### src/design/seeded_double_matrix_vector_product_defines.svh
// Assertion macros shared by the seeded double matrix-vector product RTL.
`ifndef SEEDED_DOUBLE_MATRIX_VECTOR_PRODUCT_DEFINES_SVH
`define SEEDED_DOUBLE_MATRIX_VECTOR_PRODUCT_DEFINES_SVH

// Same-cycle implication.
`define SDMVP_ASSERT_NOW(label, clk, rst_n, ante, cons, msg) \
    label: assert property (@(posedge clk) disable iff (!rst_n) (ante) |-> (cons)) \
        else $error(msg);

// Next-cycle implication.
`define SDMVP_ASSERT_NEXT(label, clk, rst_n, ante, cons, msg) \
    label: assert property (@(posedge clk) disable iff (!rst_n) (ante) |=> (cons)) \
        else $error(msg);

`endif

### src/design/sdmvp_pkg.sv
// Types, constants and helper functions of the seeded double matrix-vector product.
package sdmvp_pkg;

    localparam int DIM         = 64;
    localparam int IDX_W       = (DIM > 1) ? $clog2(DIM) : 1;
    localparam int ROW_INDEX_W = 6;

    localparam logic [63:0] LCG_MUL  = 64'd6364136223846793005;
    localparam logic [63:0] LCG_ADD  = 64'd1442695040888963407;
    localparam int          FOLD_SHIFT = 5;

    localparam logic [10:0] EXP_LOW  = 11'h5A0;
    localparam logic [10:0] EXP_HIGH = 11'h7FE;
    localparam logic [10:0] EXP_ONE  = 11'h3FF;
    localparam logic [10:0] EXP_ALL  = 11'h7FF;
    localparam logic [12:0] EXP_BIAS = 13'd1023;
    localparam logic [12:0] EXP_OVF  = 13'd2047;
    localparam logic [63:0] DBL_INF  = 64'h7FF0_0000_0000_0000;
    localparam logic [63:0] DBL_ZERO = 64'h0;

    typedef struct packed {
        logic [7:0] seed_byte;
        logic       seed_last;
    } t_in;

    typedef struct packed {
        logic [63:0]            row_sum_bits;
        logic [ROW_INDEX_W-1:0] row_index;
        logic                   row_last;
    } t_out;

    typedef enum logic [3:0] {
        S_IDLE,
        S_VLCG,
        S_VWR,
        S_MLCG,
        S_MMUL,
        S_MRND,
        S_AALIGN,
        S_ASUM,
        S_ARND,
        S_EMIT
    } t_state;

    typedef struct packed {
        logic             fold_en;
        logic             fold_load;
        logic             fold_clear;
        logic             lcg_reload;
        logic             lcg_en;
        logic             vec_wr;
        logic             vec_rd;
        logic             mul_en;
        logic             mul_rnd;
        logic             add_align;
        logic             add_sum;
        logic             add_rnd;
        logic             acc_clear;
        logic [1:0]       k;
        logic [IDX_W-1:0] addr;
    } t_cmd;

    // Matrix/vector element from an LCG state.
    function automatic logic [63:0] elem_bits(input logic [63:0] s);
        logic [10:0] e;
        e = s[10:0];
        if (e < EXP_LOW || e > EXP_HIGH) begin
            e = EXP_ONE;
        end
        return {1'b0, e, s[62:11]};
    endfunction

    // Round to nearest even and pack a positive normal value.
    function automatic logic [63:0] rne_pack(input logic [52:0] m, input logic g,
                                             input logic st, input logic [12:0] e);
        logic        inc;
        logic [53:0] r;
        logic [52:0] mm;
        logic [12:0] ee;
        inc = g & (st | m[0]);
        r   = {1'b0, m} + 54'(inc);
        if (r[53]) begin
            mm = r[53:1];
            ee = e + 13'd1;
        end else begin
            mm = r[52:0];
            ee = e;
        end
        if (ee >= EXP_OVF) begin
            return DBL_INF;
        end
        return {1'b0, ee[10:0], mm[51:0]};
    endfunction

endpackage

### src/design/sdmvp_ctrl.sv
// Controller: sequences vector fill, per-element multiply-add and row output.
`include "seeded_double_matrix_vector_product_defines.svh"
module sdmvp_ctrl (
    input  logic                        i_clk,
    input  logic                        i_rst_n,
    input  logic                        i_start,
    input  logic                        i_seed_last,
    output logic                        o_busy,
    output sdmvp_pkg::t_cmd             o_cmd,
    output logic                        o_strobe,
    output logic [sdmvp_pkg::IDX_W-1:0] o_row,
    output logic                        o_row_last
);
    import sdmvp_pkg::*;

    localparam logic [IDX_W-1:0] LAST_IDX = IDX_W'(DIM - 1);

    t_state           r_state, n_state;
    logic [1:0]       r_k, n_k;
    logic [IDX_W-1:0] r_col, n_col;
    logic [IDX_W-1:0] r_row, n_row;

    always_comb begin
        n_state = r_state;
        n_k     = r_k;
        n_col   = r_col;
        n_row   = r_row;
        case (r_state)
            S_IDLE: begin
                if (i_start && i_seed_last) begin
                    n_state = S_VLCG;
                    n_k     = 2'd0;
                    n_col   = '0;
                    n_row   = '0;
                end
            end
            S_VLCG: begin
                n_k = r_k + 2'd1;
                if (r_k == 2'd3) begin
                    n_state = S_VWR;
                end
            end
            S_VWR: begin
                if (r_col == LAST_IDX) begin
                    n_col   = '0;
                    n_state = S_MLCG;
                end else begin
                    n_col   = r_col + 1'b1;
                    n_state = S_VLCG;
                end
            end
            S_MLCG: begin
                n_k = r_k + 2'd1;
                if (r_k == 2'd3) begin
                    n_state = S_MMUL;
                end
            end
            S_MMUL: begin
                n_k = r_k + 2'd1;
                if (r_k == 2'd3) begin
                    n_state = S_MRND;
                end
            end
            S_MRND:   n_state = S_AALIGN;
            S_AALIGN: n_state = S_ASUM;
            S_ASUM:   n_state = S_ARND;
            S_ARND: begin
                if (r_col == LAST_IDX) begin
                    n_col   = '0;
                    n_state = S_EMIT;
                end else begin
                    n_col   = r_col + 1'b1;
                    n_state = S_MLCG;
                end
            end
            S_EMIT: begin
                if (r_row == LAST_IDX) begin
                    n_row   = '0;
                    n_state = S_IDLE;
                end else begin
                    n_row   = r_row + 1'b1;
                    n_state = S_MLCG;
                end
            end
            default: n_state = S_IDLE;
        endcase
    end

    always_comb begin
        o_cmd            = '0;
        o_cmd.k          = r_k;
        o_cmd.addr       = r_col;
        case (r_state)
            S_IDLE: begin
                o_cmd.fold_en   = i_start;
                o_cmd.fold_load = i_start && i_seed_last;
            end
            S_VLCG:   o_cmd.lcg_en = 1'b1;
            S_VWR: begin
                o_cmd.vec_wr     = 1'b1;
                o_cmd.lcg_reload = (r_col == LAST_IDX);
            end
            S_MLCG: begin
                o_cmd.lcg_en = 1'b1;
                o_cmd.vec_rd = (r_k == 2'd0);
            end
            S_MMUL:   o_cmd.mul_en    = 1'b1;
            S_MRND:   o_cmd.mul_rnd   = 1'b1;
            S_AALIGN: o_cmd.add_align = 1'b1;
            S_ASUM:   o_cmd.add_sum   = 1'b1;
            S_ARND:   o_cmd.add_rnd   = 1'b1;
            S_EMIT: begin
                o_cmd.acc_clear  = 1'b1;
                o_cmd.fold_clear = (r_row == LAST_IDX);
            end
            default: o_cmd.k = r_k;
        endcase
    end

    always_ff @(posedge i_clk) begin
        if (!i_rst_n) begin
            r_state <= S_IDLE;
            r_k     <= '0;
            r_col   <= '0;
            r_row   <= '0;
        end else begin
            r_state <= n_state;
            r_k     <= n_k;
            r_col   <= n_col;
            r_row   <= n_row;
        end
    end

    assign o_busy     = (r_state != S_IDLE);
    assign o_strobe   = (r_state == S_EMIT);
    assign o_row      = r_row;
    assign o_row_last = (r_row == LAST_IDX);

    `SDMVP_ASSERT_NEXT(a_strobe_single, i_clk, i_rst_n, o_strobe, !o_strobe, "strobe held")
    `SDMVP_ASSERT_NEXT(a_last_row_ends, i_clk, i_rst_n, o_strobe && o_row_last,
                       r_state == S_IDLE, "run did not end after last row")
    `SDMVP_ASSERT_NEXT(a_last_byte_starts, i_clk, i_rst_n, i_start && !o_busy && i_seed_last,
                       o_busy, "last byte did not start a run")
    `SDMVP_ASSERT_NOW(a_rows_in_order, i_clk, i_rst_n, r_state == S_VLCG || r_state == S_VWR,
                      r_row == '0, "row counter moved during vector fill")

endmodule

### config.mk
export PLATFORM = sky130hd
export DESIGN_NAME = sdmvp_ctrl
export DESIGN_NICKNAME = d
export VERILOG_FILES = /design/src/design/sdmvp_pkg.sv /design/src/design/sdmvp_ctrl.sv
export VERILOG_INCLUDE_DIRS = /design/src /design/src/design
export SDC_FILE = /design/constraint.sdc
export NUM_CORES = 1
export LEC_CHECK = 0
export ABC_CLOCK_PERIOD_IN_PS = 1900
export BUFFER_PORTS_ARGS = -buffer_cell sky130_fd_sc_hd__buf_2
export CORE_MARGIN = 2
export CORE_UTILIZATION = 50
export CTS_CLUSTER_DIAMETER = 100
export DETAILED_ROUTE_END_ITERATION = 7
export PLACE_DENSITY_LB_ADDON = 0.25
export SLEW_MARGIN = 20
export SYNTH_ARGS = -nofsm -noshare
export SYNTH_HDL_FRONTEND = slang
export SYNTH_SLANG_ARGS = --single-unit
### constraint.sdc
create_clock -name i_clk -period 1.9 [get_ports i_clk]
set_input_delay 0.475 -clock i_clk [delete_from_list [all_inputs] [get_ports i_clk]]
set_output_delay 0.475 -clock i_clk [all_outputs]
set_load 0.02 [all_outputs]
==> results, run 1 <==
- The dominant combinational cell family by area after synthesis is simple AND/OR/NAND/NOR gates.
- The fraction of synthesized cell area taken by the top area cell type is 30.9%.
- STA puts the critical path data arrival time at 1.44 ns.
- The post-layout instance area is 1650 µm².
- After detailed routing, the number of remaining DRC violations is 0.
- Setup violations remaining at the end of the flow were counted as 2.
- After floorplanning, the core was divided into 17 placement rows.
- The flop and latch count out of synthesis is 18.
- After synthesis, the cell types taking the most area are dfxtp_1 31%, nor2_1 6.4%, nand2_1 4.5%.
- The maximum level of the CTS H-tree is 1.
- In the global route stage, overall resource usage came out at 23.4%.
- Timing would allow up to 523 MHz.
- The instance area after placement is 1390 µm².
- The share of synthesized area occupied by flip-flops and latches is 30.9%.
- The horizontal die dimension is 52.3 µm.
- The worst path in the final design needs a cycle of 1.91 ns, including I/O delays and setup.
- The class of the most critical setup path is reg -> out.
- The fraction of the cycle the final worst path needs is 101%.
- Counting the buffers created by CTS gives 3.
- For the final database, setup skew stands at 0.00741 ns.
- The portion of synthesized area spent on multiplexers is 2.90%.
- The adder and majority gate portion of the synthesized area is 4.29%.
- The unique cell type count in the Yosys netlist is 44.
- The final count of pins violating max slew is 0.
- The repair_antennas step left the layout with diodes totalling 0.
- The number of global-route vias before repair came to 1100.
- In this run the vertical extent of the chip is 52.3 µm.
- The floorplan step defined a die boundary enclosing 2730 µm².
- The analysis attributes to cell leakage a power of 0.000716 µW.
- Setup repair after global routing could not meet its margin everywhere.
- The average wire per standard cell is 14.4 µm.
- Of all flip-flops after synthesis, the portion carrying an async set or reset was 0%.
- The checks that failed: setup timing.
- The synthesized netlist occupies a cell area of 1170 µm².
- The nature of the critical path startpoint is a flip-flop.
- TritonCTS built the clock tree.
- The nature of the critical path endpoint is an output pin.
- Ranked by instance count, the synthesized netlist is headed by 20 x nor2_1, 18 x dfxtp_1, 14 x nand2_1, 7 x a21oi_1, 7 x nand3_1.
- The tree is rooted in a clkbuf_4.
- The total global routing overflow is 0.
- In this run the tightest slew margin relative to its limit is 67.2%.
- The data required time of the worst path is 1.42 ns.
- The most used flip-flop cell after synthesis is dfxtp_1.
- The congestion estimate from routability-driven global placement came to 0.850.
- The number of fill cells is 179.
- The number of cells in the design after placement is 206.
- Counting every sink on the clock net gives 18.
- After detailed routing, the number of vias per cell comes to 5.61.
- Dividing total power by cell area gives a power density of 554 nW/µm².
- The flow ran to the end, but the final reports show violations.
- The post-layout worst setup margin is -0.0124 ns.
- 34 I/O pins were placed.
- The number of detailed-route iterations in the first pass is 4.
- The maximum ir drop on the vdd rail is 451 µV.
- In this run the tool buffered the top-level ports with 33 buffer cells.
- The number of max-cap violations is 0.
- After floorplanning, the core was sized to cover 2210 µm².
- The wire length of the first global-routing pass is 4.78 mm.
- At the pin with the least slew margin, the transition time is 0.491 ns.
- The synthesized netlist devotes 18.5% of its cell area to compound gates.
- The CTS clock-pin slew for the worst setup and hold paths is 0.11 ns.
- The effective utilization at floorplan is 52.7%.
- Detailed placement finished with a half-perimeter wire length of 2.11 mm.
- The initial antenna violation count was 0.
- The most frequently used cell type in the post-synthesis netlist is nor2_1.
- The post-synthesis share of cell area spent on xor and xnor gates is 2.25%.
- The signed area change from the synthesized netlist to the final layout is 41.6%.
- The routed design has 3.19 mm of wire.
- The proportion of layout cells with a drive suffix above 1 is 51.0%.
- The simple-gate area share of the yosys netlist is 32.1%.
- The average cell area after synthesis is 8.04 µm².
- Across all layers, the routed design uses 1245 vias.
- The path class of the tightest hold or removal check is in -> reg.
- The clock latency on the worst-skew pair is 0.30 ns.
- The post-synth net total is 153.
- The final non-filler cell total is 222.
- The largest fanout on the critical path is 2.
- The number of warnings printed during yosys synthesis is 0.
- The pin count of the biggest net entering global routing is 13.
- The cell type with the largest total area after synthesis is dfxtp_1.
- The number of hold violations in the final report was 0.
- The number of standard cells after synthesis is 145.
- The clock passes through at most 2 buffers.
- The count of nets left with antenna violations once routing finished came out at 0.
- The synthesized design contains 0 enable-type register cells.
- The number of nets in the layout is 203.
- The detailed router's first-iteration violation count is 26.
==> metrics by stage <==
step	util, %	hold slack, ns	setup TNS, ns	setup WS (ns)	total power, µW
floorplan	-	0.554	0	0.00743	576
global placement	62.8	0.476	0	0.141	633
detailed placement	62.8	0.492	0	0.0979	639
CTS	68.9	0.453	-0.0206	-0.0206	884
global route	74.7	0.440	-0.229	-0.0874	955
finish	74.7	0.447	-0.0185	-0.0124	915
==> final timing paths <==
path                      startpoint                 endpoint  slack (ns)  depth (start not counted)
max            r_col[1]$_SDFFE_PN0P_                o_cmd[17]       -0.01                          5
min                          i_rst_n  r_state[0]$_SDFFE_PN0P_        0.45                          2
max reg2reg  r_state[2]$_SDFFE_PN0P_      r_k[0]$_SDFFE_PN0P_        0.19                          6
min reg2reg    o_row[3]$_SDFFE_PN0P_    o_row[3]$_SDFFE_PN0P_        0.53                          1
==> placed cells by master (no fill, tap or decap), types with 2 or more instances in the layout <==
master	synthesis	layout
buf_4	4	25
buf_2	3	24
nor2_1	20	16
nand2_1	14	14
dfxtp_1	18	10
a21oi_1	7	7
buf_6	2	7
dfxtp_2	0	6
nor3_1	6	5
o21ai_0	5	5
nand3_1	7	5
nor2_2	1	4
inv_1	5	4
a31oi_1	4	4
nand2b_4	2	3
nand3_2	1	3
or2_4	0	3
mux2_2	3	3
xor2_1	3	3
clkbuf_4	0	3
nor3_2	1	2
inv_2	1	2
nor4_4	1	2
and2_1	3	2
or2_1	3	2
o211a_1	2	2
nand4_1	2	2
ha_4	0	2
ha_1	4	2
dfxtp_4	0	2
==> report_power, final <==
group | switching [µW] | internal, µW
sequential | 20.8 | 389
combinational | 140 | 119
clock | 130 | 117
total | 291 | 624
==> cell type report <==
type                    count  area, µm²  share of cell area [%]
flip-flops and latches     18        375                    22.7
clock buffers               4       36.3                    2.20
well taps                  28       35.0                    2.12
multi-input cells         109        787                    47.7
inverters                   7       31.3                    1.89
repair buffers             56        387                    23.4
==> what timing repair did <==
item | 4_1_cts | 5_1_grt
hold buffers | 0 | 0
endpoints found under the setup margin | 13 | 12
pin swaps | 3 | 7
setup buffers | 6 | 6
gates resized for setup | 21 | 25
==> worst max-delay path: stages, from the launching register on <==
cell     delay, ns
dfxtp_2       0.37
ha_4          0.14
nand3_2       0.08
or2_4         0.25
nor4_4        0.12
buf_4         0.17
==> flip-flops by register name, summed over array words and instances, names as in the netlist <==
signal / cells
r_col: 6
r_k: 2
o_row: 6
r_state: 4
==> routing by layer <==
metal,up-vias,GRT usage [%],share of wire [%]
met4,0,7.26,1.2
met3,7,3.43,5.8
met2,49,39.6,50
met1,590,30.4,43
li1,599,-,-
met5,-,0,0
==> cells by family after synthesis <==
group / after synthesis
AO/OA/AOI/OAI: 29
XOR/XNOR: 3
adder cells (fa/ha/maj): 4
buffers and inverters: 18
flip-flops: 18
multiplexers: 3
AND/OR/NAND/NOR: 70
No activity file was read; power rests on OpenSTA's default activity.
==> run 2, diff against run 1 <==
Settings changed: SKIP_CTS_REPAIR_TIMING set to 1.
==> run 2 against run 1 <==
Net effect: non-clock buffer count is 4 lower; largest power group unchanged; sequential power shrank 1%; global-route usage is 1.5 points lower; largest cell class unchanged; the run still ends with setup timing left; cell count shrank 1.8%; sequential cell count unchanged; critical path type unchanged; clock power fell by 3%.
==> results, run 2 (synthesis gave the netlist of run 1 again) <==
- The flow ran to the end, but the final reports show violations.
- The checks that failed: setup timing.
- The CTS clock-pin slew for the worst setup and hold paths was 0.11 ns (about the same).
- The initial antenna violation count is 0 (unchanged).
- The port buffer count is 33 (unchanged).
- The peak clock frequency supported by timing is 511 MHz (-2.4%).
- The number of nets in the layout is 199 (-2.0%).
- The final setup violation count is 1 (-1).
- The number of detailed-route iterations in the first pass is 4 (unchanged).
- The data required time of the worst path is 1.42 ns (about the same).
- The total global routing overflow is 0 (unchanged).
- The sum of negative setup slack is -0.0585 ns (-0.0400 ns).
- The area enclosed by the die boundary came to 2730 µm² (unchanged).
- The maximum level of the CTS H-tree is 1 (unchanged).
- The post-layout instance area came to 1610 µm² (-2.3%).
- The number of cell instances on the worst register-to-register path is 5 (-1).
- The number of buffers added by the clock tree synthesis step was 3 (unchanged).
- Setup repair after global routing could not meet its margin everywhere.
- The endpoint identified for the worst register-to-register timing path is r_col[5]$_SDFFE_PN0P_.
- STA classifies the critical path startpoint as a flip-flop.
- The boundary pin count was 34 (unchanged).
- The global-route total usage across every layer came to 21.9% (-1.5 points).
- The post-detailed-routing wire length is 3.19 mm (unchanged).
- The number of design rule violations left after detail routing is 0 (unchanged).
- The post-layout worst setup margin is -0.0585 ns (-0.0461 ns).
- The arrival time reported for the critical path endpoint came to 1.48 ns (+0.04 ns).
- The antenna diode count is 0 (unchanged).
- The final antenna-violating net count is 0 (unchanged).
- The terminating pin of the worst hold path is r_state[0]$_SDFFE_PN0P_.
- In the layout the commonest cells are 24 x buf_2, 24 x buf_4, 17 x nor2_1, 14 x nand2_1, 10 x dfxtp_1.
- The storage element area is 388 µm² (+3.3%).
- The critical path in this run is classified as reg -> out.
- The number of fill cells is 194 (+8.4%).
- The number of vias per cell after detailed routing is 5.65 (+0.77%).
- The global placement routability congestion came to 0.850 (unchanged).
- The proportion of layout cells with a drive suffix above 1 is 48.9% (-2.1 points).
- TritonCTS built the clock tree.
- The horizontal die dimension is 52.3 µm (unchanged).
- The min-delay analysis places its worst path in the category in -> reg.
- The number of max-cap violations was 0 (unchanged).
- The final count of pins violating max slew was 0 (unchanged).
- In this run the critical register-to-register path is launched from r_state[3]$_SDFFE_PN0P_.
- The largest fanout on the critical path is 5 (+3).
- The worst setup timing slack at the placement stage was 0.0979 ns (unchanged).
- The row count is 17 (unchanged).
- The total clock sinks is 18 (unchanged).
- The HPWL after detailed placement was 2.11 mm (unchanged).
- The number of global-route vias before repair was 1050 (-4.5%).
- The maximum clock insertion buffer count is 2 (unchanged).
- The number of stages on the worst hold path is 2 (unchanged).
- The area of the placeable core is 2210 µm² (unchanged).
- The effective utilization at floorplan is 52.7% (unchanged).
- The clock latency on the worst-skew pair is 0.29 ns (about the same).
- The transition time at the pin with the least slew margin is 0.461 ns (-0.0304 ns).
- The detailed router's first-iteration violation count is 29 (+12%).
- The final non-filler cell total came to 218 (-1.8%).
- The maximum ir drop on the vdd rail is 425 µV (-5.7%).
- The worst setup path is captured at an output pin.
- The final worst clock skew is 0.00334 ns (-0.00407 ns).
- The number of cells in the design after placement came to 206 (unchanged).
- The total number of vias is 1232 (-1.0%).
- The number of hold violations in the final report is 0 (unchanged).
- The remaining max-slew budget at the tightest pin is 69.3% (+2.0 points).
- The signed area change from the synthesized netlist to the final layout is 38.3%.
- The pin count of the biggest net entering global routing is 13 (unchanged).
- The area occupied by multi-input gates was 777 µm² (-1.3%).
- The power density over the cells is 557 nW/µm² (+0.45%).
- The shortest clock period the worst path allows after layout is 1.96 ns (+0.0461 ns).
- The cell leakage power is 0.000693 µW (-3.2%).
- The setup slack of the most critical reg-to-reg path was 0.23 ns (+0.04 ns).
- The fraction of the cycle the final worst path needs is 103% (+2.4 points).
- The average wire per standard cell is 14.6 µm (+1.8%).
- The die height came to 52.3 µm (unchanged).
- The beginning of the worst hold path is i_rst_n.
- The wire length of the first global-routing pass was 4.53 mm (-5.3%).
- The cell at the root of the clock tree is clkbuf_4.
- The instance area after placement is 1390 µm² (unchanged).
-- run 2: final cells by class --
cell class	count	area share, %
Tap cell	28	2.17
Sequential cell	18	24.0
Multi-Input combinational cell	109	48.2
Inverter	7	1.94
Timing Repair Buffer	52	21.4
Clock buffer	4	2.25
-- run 2: metrics by stage --
stage / power, µW / utilization (%) / hold WS [ns]
floorplan: 576 / - / 0.554
global placement: 633 / 62.8 / 0.476
detailed placement: 639 / 62.8 / 0.492
CTS: 874 / 64.4 / 0.461
global route: 943 / 72.9 / 0.443
finish: 898 / 72.9 / 0.454
-- run 2: worst max path at each step --
stage                          startpoint   endpoint
global route        r_col[0]$_SDFFE_PN0P_  o_cmd[17]
detailed placement  r_col[0]$_SDFFE_PN0P_  o_cmd[17]
floorplan           o_row[0]$_SDFFE_PN0P_  o_cmd[18]
CTS                 r_col[0]$_SDFFE_PN0P_  o_cmd[17]
finish              r_col[0]$_SDFFE_PN0P_  o_cmd[17]
global placement    o_row[0]$_SDFFE_PN0P_  o_cmd[18]
-- run 2: worst max-delay path, cell delays in order, from the launching register on --
cell and delay [ns]:
dfxtp_4 0.39, ha_4 0.15, nand3_2 0.08, or2_4 0.27, nor4_4 0.12, buf_4 0.17
-- run 2: per-layer routing --
metal  routed length [µm]  vias to the layer above  global-route usage [%]
met4                   17                        0                    7.26
met5                    0                        -                       0
met1                 1380                      588                    28.8
met3                  149                        2                    3.43
met2                 1640                       45                    36.3
li1                     -                      597                       -
-- run 2: report_power, final --
part / internal (µW) / leakage (µW) / switching [µW]
sequential: 384 / 0.000151 / 20.7
combinational: 117 / 0.000521 / 137
clock: 117 / 0.0000210 / 122
total: 618 / 0.000693 / 280
==> run 3, diff against run 2 <==
Settings changed: ABC_CLOCK_PERIOD_IN_PS 1900 to 2200, SETUP_SLACK_MARGIN set to 0.4.
Clock period 1.9 ns to 2.2 ns, I/O delays scaled along.
==> run 3 against run 2 <==
Net effect: critical path type unchanged; global-route usage shrank 1.6 points; the flow now finishes without violations; largest power group unchanged; sequential share of layout area shrank 3.2 points; cell count grew 6.9%; sequential cell count is the same; utilization grew 11 points; critical path depth is the same; clock-buffer cell count is the same; highest routed layer unchanged; critical endpoint is now o_cmd[12]; via count grew 10%.
==> results, run 3 (synthesis gave the netlist of run 1 again) <==
- The final setup violation count is 0 (-1).
- The number of buffers added by the clock tree synthesis step is 3 (unchanged).
- The horizontal die dimension is 52.3 µm (unchanged).
- The detailed router used layers up to and including met4.
- The part of the total power dissipated in the clock network came to 24.5% (-2.1 points).
- The combinational group share of total power is 34.1% (+5.8 points).
- The proportion of layout cells with a drive suffix above 1 came to 54.6% (+5.7 points).
- Leaving out fill and tap cells, the most frequent cells in the layout are 35 x buf_4, 18 x buf_2, 17 x nor2_1, 14 x nand2_1, 13 x buf_6.
- The source of the worst register-to-register timing path is r_state[0]$_SDFFE_PN0P_.
- The area enclosed by the die boundary came to 2730 µm² (unchanged).
- The number of buffers and inverters on the critical path is 3 (+2).
- The worst path in the final design needs a cycle of 2.13 ns, including I/O delays and setup.
- The average wire per standard cell was 16.9 µm (+15%).
- The number of max-cap violations is 0 (unchanged).
- The boundary pin count is 34 (unchanged).
- The number of cells in the design after placement is 200 (-2.9%).
- The beginning of the worst hold path is i_rst_n.
- The clock latency on the worst-skew pair is 0.29 ns (about the same).
- The largest fanout on the critical path was 9 (+4).
- The post-detailed-routing wire length is 3.94 mm (+23%).
- The final count of pins violating max slew is 0 (unchanged).
- The number of global-route vias before repair is 946 (-9.9%).
- Traced cell by cell, the critical path runs through buf_12, buf_4, nand2_1, nor3_1, buf_2.
- The worst path uses 97.0% of the clock period.
- The detailed router's first-iteration violation count was 46 (+59%).
- The wire length of the first global-routing pass was 4.17 mm (-7.8%).
- Setup repair after global routing could not meet its margin everywhere.
- The antenna diode count is 0 (unchanged).
- The class of the most critical setup path is reg -> out.
- The fraction of the core area covered by cells at the end of the flow is 83.4% (+11 points).
- The terminating pin of the worst hold path is r_state[0]$_SDFFE_PN0P_.
- The number of design rule violations left after detail routing is 0 (unchanged).
- The number of vias per cell after detailed routing is 5.83 (+3.2%).
- The proportion of power drawn by flip-flops and latches came to 41.4% (-3.7 points).
- The cell internal power dissipation was 572 µW (-7.4%).
- The initial antenna violation count is 0 (unchanged).
- The worst register-to-register path ends at r_k[0]$_SDFFE_PN0P_.
- The total clock sinks came to 18 (unchanged).
- The remaining max-slew budget at the tightest pin is 66.6% (-2.7 points).
- The row count was 17 (unchanged).
- The met3 wire length was 190 µm (+28%).
- The HPWL after detailed placement came to 2.00 mm (-5.1%).
- The global placement routability congestion is 0.850 (about the same).
- The worst setup timing slack at the placement stage is 0.280 ns (+0.182 ns).
- The peak clock frequency supported by timing is 469 MHz.
- The maximum clock insertion buffer count is 2 (unchanged).
- The total power is 835 µW (-7.0%).
- The nature of the critical path endpoint is an output pin.
- The transition time at the pin with the least slew margin is 0.500 ns (+0.0398 ns).
- The number of hold violations in the final report is 0 (unchanged).
- The number of detailed-route iterations in the first pass is 4 (unchanged).
- The delay of the slowest cell on the worst path came to 0.39 ns (about the same).
- The arrival time reported for the critical path endpoint came to 1.58 ns (+0.10 ns).
- The total number of vias was 1359 (+10%).
- The port buffer count is 33 (unchanged).
- Leaving out fill and tap cells, the most frequent cell in the layout is buf_4.
- The area of the placeable core is 2210 µm² (unchanged).
- TritonCTS built the clock tree.
- The data required time of the worst path is 1.65 ns (+0.23 ns).
- The maximum level of the CTS H-tree is 1 (unchanged).
- The nature of the critical path startpoint is a flip-flop.
- The final worst clock skew is 0.00222 ns (-0.00112 ns).
- Relative to the synthesized area, the layout overhead comes to 58.3%.
- The global-route total usage across every layer is 20.3% (-1.6 points).
- The CTS clock-pin slew for the worst setup and hold paths is 0.10 ns (about the same).
- The post-layout worst setup margin is 0.0668 ns (+0.125 ns).
- The effective utilization at floorplan is 52.7% (unchanged).
- The power density over the cells is 452 nW/µm² (-19%).
- The total global routing overflow is 0 (unchanged).
- The switching part of the total power is 31.5% (+0.32 points).
- The post-route met1 wirelength is 1.67 mm (+21%).
- The cell leakage power is 0.000792 µW (+14%).
- The tree is rooted in a clkbuf_4.
- The final non-filler cell total is 233 (+6.9%).
- The die height is 52.3 µm (unchanged).
- The flow ran to the end, and the final reports show no timing, DRC or antenna violations.
- The number of stages on the worst hold path is 2 (unchanged).
- The number of nets in the layout is 214 (+7.5%).
- The setup slack of the most critical reg-to-reg path is 0.44 ns (+0.21 ns).
- The worst-path cell with the longest stage delay is dfxtp_4.
- The pin count of the biggest net entering global routing is 14 (+1).
- The maximum ir drop on the vdd rail was 463 µV (+8.7%).
- The met2 routed wirelength is 1.96 mm (+19%).
- In this run the worst hold path is classified as in -> reg.
- The cell family contributing the most delay on the critical path is buffers and inverters.
- The final antenna-violating net count is 0 (unchanged).
- The number of cell instances on the worst register-to-register path is 7 (+2).
- The final worst hold slack is 0.533 ns (+0.0787 ns).
- The net switching power figure is 263 µW (-6.0%).
-- run 3: layout make-up --
| class | instances | area [µm²] |
|---|---|---|
| Timing Repair Buffer | 67 | 519 |
| Inverter | 7 | 31.3 |
| Multi-Input combinational cell | 109 | 838 |
| Sequential cell | 18 | 385 |
| Clock buffer | 4 | 36.3 |
| Tap cell | 28 | 35.0 |
| Fill cell | 121 | 367 |
-- run 3: metrics by stage --
step / area [µm²] / setup TNS (ns)
5_1_grt: 1850 / 0
3_5_place_dp: 1360 / 0
2_1_floorplan: 1200 / 0
6_report: 1850 / 0
4_1_cts: 1400 / -0.215
3_3_place_gp: 1360 / 0
-- run 3: worst max-delay path by stage --
stage	start	end	slack (ns)	cells after the start
final	r_state[0]$_SDFFE_PN0P_	o_cmd[12]	0.07	5
after floorplan	r_col[0]$_SDFFE_PN0P_	o_cmd[17]	0.32	5
after global placement	r_col[0]$_SDFFE_PN0P_	o_cmd[17]	0.29	5
after global routing	r_state[2]$_SDFFE_PN0P_	o_cmd[12]	0.05	4
after detailed placement	r_col[1]$_SDFFE_PN0P_	o_cmd[17]	0.28	5
after CTS	r_col[1]$_SDFFE_PN0P_	o_cmd[17]	-0.09	5
-- run 3: routing by layer --
metal	vias up	GRT usage [%]
met5	-	0
met4	0	7.26
met3	18	3.43
met2	73	32.5
met1	643	27.3
li1	625	-
-- run 3: power groups by stage --
stage / clock network [µW] / logic [µW] / registers (µW)
4_1_cts: 205 / 190 / 346
2_1_floorplan: 0 / 142 / 354
3_5_place_dp: 0 / 190 / 354
5_1_grt: 216 / 308 / 347
3_3_place_gp: 0 / 188 / 353
6_report: 204 / 285 / 346
